[config.mk]
export PLATFORM = sky130hd
export DESIGN_NAME = id_number_validator_top
export DESIGN_NICKNAME = d
export VERILOG_FILES = /design/src/rtl/core/idv_pkg.sv /design/src/rtl/core/id_number_validator_top.sv
export SDC_FILE = /design/constraint.sdc
export NUM_CORES = 1
export LEC_CHECK = 0
export ABC_AREA = 1
export BUFFER_PORTS_ARGS = -buffer_cell sky130_fd_sc_hd__buf_2
export CAP_MARGIN = 5
export CORE_MARGIN = 1
export CORE_UTILIZATION = 56
export CTS_CLUSTER_SIZE = 14
export DETAILED_ROUTE_END_ITERATION = 8
export GPL_TIMING_DRIVEN = 0
export HOLD_SLACK_MARGIN = 0.03
export PLACE_DENSITY = 0.76
export SLEW_MARGIN = 10
export SYNTH_ARGS = -nofsm -noshare
export SYNTH_HDL_FRONTEND = slang
export SYNTH_SLANG_ARGS = --single-unit
export TNS_END_PERCENT = 20
[constraint.sdc]
create_clock -name clk -period 13.1 [get_ports clk]
set_input_delay 0.655 -clock clk [delete_from_list [all_inputs] [get_ports clk]]
set_output_delay 0.655 -clock clk [all_outputs]
set_load 0.03 [all_outputs]
[src/rtl/core/idv_pkg.sv]
// ----------------------------------------------------------------------------
// idv_pkg: identity number validator shared definitions
// Field widths, status codes, the MOD 11-2 weight and check tables.
// ----------------------------------------------------------------------------
package idv_pkg;

  localparam int LENGTH_CAP_DEF = 100;
  localparam int ID_LEN         = 18;
  localparam int BODY_LEN       = 17;
  localparam int YEAR_FLOOR     = 1000;
  localparam int YEAR_W         = 14;
  localparam int DATE_W         = 7;
  localparam int COUNT_W        = 7;

  localparam logic [YEAR_W-1:0] YEAR_RESET = 14'd2020;

  typedef logic [3:0] status_t;
  typedef logic [3:0] digit_t;

  localparam status_t ST_VALID     = 4'd0;
  localparam status_t ST_SHORT     = 4'd1;
  localparam status_t ST_LONG      = 4'd2;
  localparam status_t ST_BAD_CHAR  = 4'd3;
  localparam status_t ST_MONTH     = 4'd4;
  localparam status_t ST_EARLY     = 4'd5;
  localparam status_t ST_DAY_RANGE = 4'd6;
  localparam status_t ST_DAY_END   = 4'd7;
  localparam status_t ST_FUTURE    = 4'd8;
  localparam status_t ST_MISMATCH  = 4'd9;

  localparam logic [7:0] CH_ZERO  = 8'h30;
  localparam logic [7:0] CH_NINE  = 8'h39;
  localparam logic [7:0] CH_UPX   = 8'h58;
  localparam logic [7:0] CH_LOWX  = 8'h78;

  // Weight for body positions 0..16
  function automatic logic [3:0] weight_of(input logic [4:0] idx);
    logic [3:0] w;
    begin
      case (idx)
        5'd0:    w = 4'd7;
        5'd1:    w = 4'd9;
        5'd2:    w = 4'd10;
        5'd3:    w = 4'd5;
        5'd4:    w = 4'd8;
        5'd5:    w = 4'd4;
        5'd6:    w = 4'd2;
        5'd7:    w = 4'd1;
        5'd8:    w = 4'd6;
        5'd9:    w = 4'd3;
        5'd10:   w = 4'd7;
        5'd11:   w = 4'd9;
        5'd12:   w = 4'd10;
        5'd13:   w = 4'd5;
        5'd14:   w = 4'd8;
        5'd15:   w = 4'd4;
        5'd16:   w = 4'd2;
        default: w = 4'd0;
      endcase
      return w;
    end
  endfunction

  // Check character for a sum residue 0..10
  function automatic logic [7:0] check_char(input logic [3:0] r);
    logic [7:0] c;
    begin
      case (r)
        4'd0:    c = 8'h31;
        4'd1:    c = 8'h30;
        4'd2:    c = CH_UPX;
        4'd3:    c = 8'h39;
        4'd4:    c = 8'h38;
        4'd5:    c = 8'h37;
        4'd6:    c = 8'h36;
        4'd7:    c = 8'h35;
        4'd8:    c = 8'h34;
        4'd9:    c = 8'h33;
        4'd10:   c = 8'h32;
        default: c = 8'h00;
      endcase
      return c;
    end
  endfunction

  // Residue mod 11 for 7-bit values (below 128), by binary-weighted subtraction
  function automatic logic [3:0] mod11(input logic [6:0] s);
    logic [6:0] t;
    begin
      t = s;
      if (t >= 7'd88) t = t - 7'd88;
      if (t >= 7'd44) t = t - 7'd44;
      if (t >= 7'd22) t = t - 7'd22;
      if (t >= 7'd11) t = t - 7'd11;
      return t[3:0];
    end
  endfunction

endpackage

[src/rtl/core/id_number_validator_top.sv]
// ----------------------------------------------------------------------------
// id_number_validator_top: 18-character identity number checker
// Streams characters, keeps the MOD 11-2 sum and date digits, and on the
// terminating NUL reports a status, the expected check character and a count.
// ----------------------------------------------------------------------------
//  channel | ports                                   | direction
//  --------+-----------------------------------------+----------
//  in      | in_valid, in_ready, in_char_code        | input beat
//  out     | out_valid, out_ready, out_status,       | result beat
//          | out_expected_check, out_char_count      |
//  cfg     | cfg_we, cfg_wdata (current year)        | write only
//
// One character per cycle. A NUL beat loads the result register at its own
// edge, so the result is offered from the next cycle; the per-number state
// clears in the same edge, so the next number may start right away. in_ready
// drops only while a result waits and out_ready is low. Reset (rst_n,
// synchronous) clears all but the result payload, sets the current year to 2020.
// ----------------------------------------------------------------------------
module id_number_validator_top
  import idv_pkg::*;
#(
  parameter int LENGTH_CAP = LENGTH_CAP_DEF
) (
  input  logic               clk,
  input  logic               rst_n,
  input  logic               in_valid,
  output logic               in_ready,
  input  logic [7:0]         in_char_code,
  output logic               out_valid,
  input  logic               out_ready,
  output logic [3:0]         out_status,
  output logic [7:0]         out_expected_check,
  output logic [COUNT_W-1:0] out_char_count,
  input  logic               cfg_we,
  input  logic [YEAR_W-1:0]  cfg_wdata
);

  localparam int PW = $clog2(LENGTH_CAP + 1);

  logic [YEAR_W-1:0] cur_year_r;
  logic [PW-1:0]     pos_r, pos_nxt;
  logic [3:0]        sum_r, sum_nxt;
  logic [YEAR_W-1:0] year_r, year_nxt;
  digit_t            yd_r [4];
  digit_t            yd_nxt [4];
  logic [DATE_W-1:0] month_r, month_nxt;
  logic [DATE_W-1:0] day_r, day_nxt;
  logic [7:0]        last_r, last_nxt;
  logic              bad_r, bad_nxt;

  logic               out_valid_r, out_valid_nxt;
  status_t            status_r, status_nxt;
  logic [7:0]         exp_r, exp_nxt;
  logic [COUNT_W-1:0] count_r, count_nxt;

  logic       beat, term, is_digit, in_body;
  digit_t     v;
  logic [3:0] w;
  logic [6:0] prod_sum;
  logic       cent, leap, div400;
  logic [1:0] cent_mod4;
  logic [4:0] mlen;
  logic [7:0] last_fold;

  assign in_ready = !out_valid_r || out_ready;
  assign beat     = in_valid && in_ready;
  assign term     = (in_char_code == 8'h00);
  assign is_digit = (in_char_code >= CH_ZERO) && (in_char_code <= CH_NINE);
  assign v        = is_digit ? 4'(in_char_code - CH_ZERO) : 4'd0;
  assign in_body  = (pos_r < PW'(BODY_LEN));
  assign w        = weight_of(pos_r[4:0]);
  assign prod_sum = 7'(sum_r) + 7'(v) * 7'(w);

  // Gregorian leap rule from the year value and its decimal year digits
  assign cent      = (yd_r[1] == 4'd0) && (yd_r[0] == 4'd0);
  assign cent_mod4 = 2'({yd_r[3][0], 1'b0} + yd_r[2][1:0]);
  assign div400    = cent && (cent_mod4 == 2'd0);
  assign leap      = ((year_r[1:0] == 2'd0) && !cent) || div400;

  always_comb begin
    if (month_r == 7'd2) begin
      mlen = leap ? 5'd29 : 5'd28;
    end else if (month_r == 7'd4 || month_r == 7'd6 || month_r == 7'd9 ||
                 month_r == 7'd11) begin
      mlen = 5'd30;
    end else begin
      mlen = 5'd31;
    end
  end

  assign last_fold = (last_r == CH_LOWX) ? CH_UPX : last_r;

  // Result of the number held in the state registers
  always_comb begin
    exp_nxt = (pos_r == PW'(ID_LEN)) ? check_char(sum_r) : 8'h00;
    if (pos_r < PW'(ID_LEN)) begin
      status_nxt = ST_SHORT;
    end else if (pos_r > PW'(ID_LEN)) begin
      status_nxt = ST_LONG;
    end else if (bad_r) begin
      status_nxt = ST_BAD_CHAR;
    end else if (month_r < 7'd1 || month_r > 7'd12) begin
      status_nxt = ST_MONTH;
    end else if (year_r <= YEAR_W'(YEAR_FLOOR)) begin
      status_nxt = ST_EARLY;
    end else if (day_r < 7'd1 || day_r > 7'd31) begin
      status_nxt = ST_DAY_RANGE;
    end else if (day_r > 7'(mlen)) begin
      status_nxt = ST_DAY_END;
    end else if (year_r > cur_year_r) begin
      status_nxt = ST_FUTURE;
    end else if (last_fold != exp_nxt) begin
      status_nxt = ST_MISMATCH;
    end else begin
      status_nxt = ST_VALID;
    end
    count_nxt = COUNT_W'(pos_r);
  end

  // Per-number state update
  always_comb begin
    pos_nxt   = pos_r;
    sum_nxt   = sum_r;
    year_nxt  = year_r;
    yd_nxt    = yd_r;
    month_nxt = month_r;
    day_nxt   = day_r;
    last_nxt  = last_r;
    bad_nxt   = bad_r;
    if (beat && term) begin
      pos_nxt   = '0;
      sum_nxt   = '0;
      year_nxt  = '0;
      yd_nxt    = '{default: '0};
      month_nxt = '0;
      day_nxt   = '0;
      last_nxt  = '0;
      bad_nxt   = 1'b0;
    end else if (beat) begin
      if (in_body) begin
        if (!is_digit) bad_nxt = 1'b1;
        sum_nxt = mod11(prod_sum);
        if (pos_r >= PW'(6) && pos_r <= PW'(9)) begin
          year_nxt  = YEAR_W'((year_r << 3) + (year_r << 1) + YEAR_W'(v));
          yd_nxt[3] = yd_r[2];
          yd_nxt[2] = yd_r[1];
          yd_nxt[1] = yd_r[0];
          yd_nxt[0] = v;
        end else if (pos_r >= PW'(10) && pos_r <= PW'(11)) begin
          month_nxt = DATE_W'((month_r << 3) + (month_r << 1) + DATE_W'(v));
        end else if (pos_r >= PW'(12) && pos_r <= PW'(13)) begin
          day_nxt = DATE_W'((day_r << 3) + (day_r << 1) + DATE_W'(v));
        end
      end else if (pos_r == PW'(BODY_LEN)) begin
        last_nxt = in_char_code;
        if (!is_digit && in_char_code != CH_UPX && in_char_code != CH_LOWX) begin
          bad_nxt = 1'b1;
        end
      end
      if (pos_r < PW'(LENGTH_CAP)) pos_nxt = pos_r + PW'(1);
    end
    out_valid_nxt = (beat && term) || (out_valid_r && !out_ready);
  end

  always_ff @(posedge clk) begin
    if (!rst_n) begin
      cur_year_r  <= YEAR_RESET;
      pos_r       <= '0;
      sum_r       <= '0;
      year_r      <= '0;
      yd_r        <= '{default: '0};
      month_r     <= '0;
      day_r       <= '0;
      last_r      <= '0;
      bad_r       <= 1'b0;
      out_valid_r <= 1'b0;
    end else begin
      if (cfg_we) cur_year_r <= cfg_wdata;
      pos_r       <= pos_nxt;
      sum_r       <= sum_nxt;
      year_r      <= year_nxt;
      yd_r        <= yd_nxt;
      month_r     <= month_nxt;
      day_r       <= day_nxt;
      last_r      <= last_nxt;
      bad_r       <= bad_nxt;
      out_valid_r <= out_valid_nxt;
    end
  end

  // result payload, loaded on the terminating beat
  always_ff @(posedge clk) begin
    if (beat && term) begin
      status_r <= status_nxt;
      exp_r    <= exp_nxt;
      count_r  <= count_nxt;
    end
  end

  assign out_valid          = out_valid_r;
  assign out_status         = status_r;
  assign out_expected_check = exp_r;
  assign out_char_count     = count_r;

  a_pos_cap: assert property (@(posedge clk) disable iff (!rst_n)
    pos_r <= PW'(LENGTH_CAP))
    else $error("character count beyond cap");

  a_sum_range: assert property (@(posedge clk) disable iff (!rst_n)
    sum_r < 4'd11)
    else $error("weighted sum residue out of range");

  a_term_load: assert property (@(posedge clk) disable iff (!rst_n)
    beat && term |=> out_valid_r && pos_r == '0 && !bad_r)
    else $error("terminator did not load result and clear state");

  a_valid_len: assert property (@(posedge clk) disable iff (!rst_n)
    out_valid_r && status_r == ST_VALID |-> exp_r != 8'h00 &&
      count_r == COUNT_W'(ID_LEN))
    else $error("valid status without full length");

  a_ready_when_free: assert property (@(posedge clk) disable iff (!rst_n)
    !out_valid_r |-> in_ready)
    else $error("input stalled with empty result register");

endmodule
==> results of run 1 <==
==> how the worst max path moves through the flow <==
stage               startpoint  endpoint  slack [ns]  depth (start not counted)
3_5_place_dp   in_char_code[1]      flop        4.99                         48
5_1_grt        in_char_code[1]      flop        4.57                         49
2_1_floorplan  in_char_code[1]      flop        6.09                         46
4_1_cts        in_char_code[1]      flop        5.32                         48
3_3_place_gp   in_char_code[1]      flop        5.13                         48
6_report       in_char_code[1]      flop        5.32                         49
==> kinds of logic after synthesis <==
logic type | count (synthesis) | synth area share
buffers and inverters | 179 | 0.0967
other | 1 | 0.000536
xor gates and xnor gates | 29 | 0.0374
AOI/OAI and AO/OA | 197 | 0.154
DFF | 102 | 0.318
and+or+nand+nor | 317 | 0.207
adders and majority gates | 97 | 0.187
==> critical path, delay by kind of cell <==
kind | cells | cell delay (ns)
buffers and inverters | 11 | 1.07
AND/OR/NAND/NOR | 26 | 3.08
AO/OA/AOI/OAI | 4 | 0.60
adder cells (fa/ha/maj) | 8 | 2.59
==> synthesized netlist by cell type, drive strengths merged (10+ instances only) <==
master	instances	area share
xnor2	10	0.013
edfxtp	18	0.077
nor2	100	0.055
nand3	54	0.044
fa	12	0.034
o21ai	91	0.068
nor3	14	0.011
nand2	129	0.078
ha	85	0.15
a21oi	85	0.062
dfxtp	84	0.24
clkbuf	13	0.0070
xor2	19	0.025
inv	162	0.087
==> sequential cells by signal, summed over array words and instances, names as in the netlist, named ones only <==
register	cells
yd_r	10
out_char_count	7
month_r	7
cur_year_r	14
sum_r	4
out_status	4
out_expected_check	7
out_valid	1
year_r	14
bad_r	1
day_r	7
last_r	8
count_nxt	7
w	4
==> metal layers <==
metal	wire [microns]	part of all wire	up-vias	global-route usage
met5	0	0	-	0
met4	272	0.018	0	0.0623
met3	816	0.055	24	0.0335
met2	6520	0.44	160	0.405
met1	7280	0.49	2732	0.343
li1	-	-	3143	-
==> cell type report <==
| type | instances | area, sq um |
|---|---|---|
| Fill cell | 1102 | 4400 |
| Multi-Input combinational cell | 641 | 4090 |
| Sequential cell | 102 | 2220 |
| Inverter | 164 | 616 |
| Clock buffer | 11 | 246 |
| Timing Repair Buffer | 46 | 230 |
| Tap cell | 168 | 210 |
| Buffer | 15 | 60.1 |
| Clock inverter | 5 | 33.8 |
==> power by group through the flow <==
stage | Combinational, mW | Sequential [mW] | Clock [mW]
2_1_floorplan | 0.0636 | 0.338 | 0
3_3_place_gp | 0.0814 | 0.340 | 0
3_5_place_dp | 0.0830 | 0.340 | 0
4_1_cts | 0.0838 | 0.333 | 0.254
5_1_grt | 0.0967 | 0.334 | 0.266
6_report | 0.0836 | 0.333 | 0.251
==> stage by stage <==
step	area [sq um]	total power, mW
2_1_floorplan	6990	0.402
3_3_place_gp	7430	0.421
3_5_place_dp	7430	0.423
4_1_cts	7710	0.671
5_1_grt	7710	0.697
6_report	7710	0.667
==> impl_metrics.tcl, run 1 <==
set metrics [dict create \
    crit_required_ns 13.33 \
    syn_area_per_cell_sq_um 7.58 \
    area_growth_pct 10.3 \
    core_area_sq_um 12100 \
    power.share.sequential 0.499 \
    clkSinkCount 102 \
    postCtsSetupBuffers 0 \
    p_comb_frac 0.125 \
    nNetsFinal 1103 \
    die_width_microns 114 \
    pwr_density_cell_nw_per_um2 86.5 \
    vias 6059 \
    synth_flop_cell "dfxtp_1" \
    end_kind "flop" \
    crit_path_frequent_cell "inv_1" \
    gp_congestion 0.887 \
    overflow 0 \
    cp_slowest_stage_delay_ns 0.55 \
    clk_latency_ns 0.34 \
    ys_seq_area_frac 0.318 \
    r2r-start "w[3]" \
    cts_tree "done" \
    async_reset_ff_frac 0 \
    numCtsBuffers 9 \
    yosysWarnings 0 \
    p_sw_frac 0.261 \
    start_util 0.577 \
    die-area_sq_um 12900 \
    drt_first_iter_violations 503 \
    p_switching_mw 0.174 \
    clock-root-buffer "clkbuf_16" \
    cts_max_level 3 \
    pin_count 48 \
    clkTransAtPathRegs_ns 0.07 \
    hold_ws_ns 0.430 \
    wl_mm 14.9 \
    ant_nets 0 \
    grt_setup_unrepaired "false" \
    post_cts_resized 0 \
    finalCritPeriodShare 0.594 \
    r2r_slack_ns 6.40 \
    grt_max_degree 20 \
    min_path_type "reg -> reg" \
    drtPass1Iterations 5 \
    synth_seq_cells 102 \
    p_int_mw 0.493 \
    crit_path_start_kind "primary input" \
    hpwl_mm 11.7 \
    final_util 0.637 \
    setup_slack_ns 5.32 \
    pwr-share-clk 0.376 \
    synth_enable_flop_cells 18 \
    crit_type "in -> reg" \
    worst_pin_slew_ns 0.921 \
    rows 40 \
    skew_ns 0.00774 \
    layout_common_cells "inv_1 (156), nand2_1 (113), nor2_1 (96)" \
    min_to "out_char_count[3]" \
    io_buffers 46 \
    fin_cells 1152 \
    irDropWorstVdd_mv 0.0780 \
    detail_route.wl_per_cell_microns 12.9 \
    cp_max_fo 6 \
    status "finished, final reports clean" \
    diodes 0 \
    cts_hold_buf 0 \
    synth_nets 1046 \
    p_leak_nw 4.09 \
    finalSetupViolCount 0 \
    preCtsSetupSlack_ns 4.99 \
    mostFrequentLayoutCell "inv_1" \
    cts_buffer_depth 2 \
    dp_cells 1136 \
    hold_viol_final 0 \
    cp_slowest_cell "fa_1" \
    finalCriticalPeriod_ns 7.78 \
    antenna_found_initial 0 \
    drc 0 \
    drive_gt1_frac 0.105 \
    worst_r2r_path_depth 43 \
    vias_per_cell 5.26 \
    cp.arrival_ns 8.01 \
    dieHeight_microns 114 \
    drv_cap 0 \
    slew_viol_final 0 \
    grt_first_pass_wirelength_mm 25.8 \
    netlist_area_sq_um 6990 \
    max_freq_mhz 129 \
    first_global_vias 5608 \
    grt_usage 0.247 \
    finalSetupTns_ns 0 \
    hold_path_depth 0 \
    synth_cells 922 \
    hold_path.startpoint "count_nxt[3]" \
    slew_headroom 0.380 \
    synth_cell_types 49 \
]
No activity file was read; power rests on OpenSTA's default activity.
==> run 2, diff against run 1 <==
- clock period: 13.1 -> 7.4 ns (I/O delays scaled with it)
==> impl_metrics.tcl, run 2 (synthesis results as in run 1) <==
set metrics [dict create \
    status "finished, final reports clean" \
    cp-startpoint "in_char_code[1]" \
    cp_top_family "simple AND/OR/NAND/NOR gates" \
    ant_nets 0 \
    skew_ns 0.00720 \
    cts_tree "done" \
    largestRegisters "cur_year_r: 14 flops, year_r: 14 flops, yd_r: 10 flops" \
    finalSetupTns_ns 0 \
    nFillCells 1087 \
    cts_hold_buf 0 \
    crit_path_start_kind "primary input" \
    cp_slowest_cell "fa_1" \
    finalCriticalPeriod_ns 6.79 \
    crit_required_ns 7.63 \
    drtPass1Iterations 4 \
    hold_viol_final 0 \
    min_path_type "in -> reg" \
    cts_buffer_depth 2 \
    p_leak_nw 4.13 \
    crit_path_frequent_cell "inv_1" \
    max_freq_mhz 147 \
    detail_route.wl_per_cell_microns 13.2 \
    cp_max_fo 6 \
    grt_first_pass_wirelength_mm 25.9 \
    numCtsBuffers 9 \
    gp_congestion 0.887 \
    finalCritPeriodShare 0.918 \
    pwr_density_cell_nw_per_um2 153 \
    clk_latency_ns 0.34 \
    area_growth_pct 11.7 \
    min_to "cur_year_r[6]" \
    rows 40 \
    vias_per_cell 5.29 \
    slew_viol_final 0 \
    clkSinkCount 102 \
    layout_common_cells "inv_1 (153), nand2_1 (111), nor2_1 (89)" \
    wl_mm 15.2 \
    diodes 0 \
    hold_path_depth 3 \
    pin_count 48 \
    dieHeight_microns 114 \
    vias 6122 \
    crit_type "in -> reg" \
    hold_path.startpoint "cfg_wdata[6]" \
    grt_setup_unrepaired "false" \
    antenna_found_initial 0 \
    drt_first_iter_violations 495 \
    clock-root-buffer "clkbuf_16" \
    cts_max_level 3 \
    core_area_sq_um 12100 \
    irDropWorstVdd_mv 0.139 \
    worst_r2r_path_depth 43 \
    nNetsFinal 1108 \
    critPathBufInv 11 \
    die-area_sq_um 12900 \
    first_global_vias 5588 \
    finalSetupViolCount 0 \
    finalPower_mw 1.19 \
    overflow 0 \
    drive_gt1_frac 0.124 \
    die_width_microns 114 \
    grt_max_degree 20 \
    io_buffers 46 \
    mostFrequentLayoutCell "inv_1" \
    cp_slowest_stage_delay_ns 0.52 \
    drv_cap 0 \
    worst_pin_slew_ns 1.06 \
    r2r_slack_ns 0.99 \
    final_util 0.645 \
    grt_usage 0.248 \
    end_kind "flop" \
    drc 0 \
    hpwl_mm 11.7 \
    slew_headroom 0.287 \
    cp.arrival_ns 7.02 \
    clkTransAtPathRegs_ns 0.07 \
    r2r-start "w[3]" \
    start_util 0.577 \
]
==> run 2: cell count changes in the layout (fill, tap and decap cells not counted), sizes merged <==
| cell | delta |
|---|---|
| buf | +5 |
==> run 2: layer usage <==
metal,up-vias,part of all wire,GRT usage
met3,22,0.042,0.0303
li1,3150,-,-
met1,2804,0.50,0.350
met2,146,0.44,0.403
met5,-,0,0
met4,0,0.019,0.0640
==> run 2: through the flow <==
| step | hold WS [ns] | cells | setup WS, ns | cell area (sq um) |
|---|---|---|---|---|
| final | 0.235 | 1157 | 0.608 | 7810 |
| after global routing | 0.246 | 1157 | 0.00339 | 7810 |
| after CTS | 0.235 | 1152 | 0.00340 | 7720 |
| after detailed placement | 0.416 | 1136 | -0.421 | 7430 |
| after global placement | 0.414 | 1136 | -0.285 | 7430 |
| after floorplan | 0.406 | 922 | 0.670 | 6990 |
==> run 2: power breakdown <==
group          internal, mW  switching (mW)  total [mW]
clock                 0.241           0.207       0.449
combinational        0.0535          0.0994       0.153
sequential            0.580         0.00899       0.589
==> run 2: worst reg2reg max path, delay by kind of cell (launching register included) <==
family          cells  cell delay [ns]
flops               1             0.41
buf+inv             8             0.64
fa+ha+maj           8             2.49
simple gates       24             2.33
compound gates      3             0.44
==> run 2: area by class of cell <==
cell class              count  area, sq um  share of cell area
flip-flops and latches    102         2220               0.285
inverters                 164          616              0.0788
clock buffers              11          246              0.0316
plain buffers              15         60.1             0.00769
well taps                 168          210              0.0269
multi-input cells         641         4150               0.532
repair buffers             51          268              0.0343
clock inverters             5         33.8             0.00433
==> run 2: worst max path at each step <==
stage           end  slack [ns]  cells after the start
6_report       flop        0.61                     49
5_1_grt        flop       0.003                     51
4_1_cts        flop       0.003                     48
3_5_place_dp   flop       -0.42                     48
3_3_place_gp   flop       -0.28                     48
2_1_floorplan  flop        0.67                     46
==> run 2: what timing repair did <==
action | CTS | global route
pin swaps | 0 | 6
resized for setup | 2 | 17
setup buffers | 0 | 5
endpoints found under the setup margin | 2 | 10
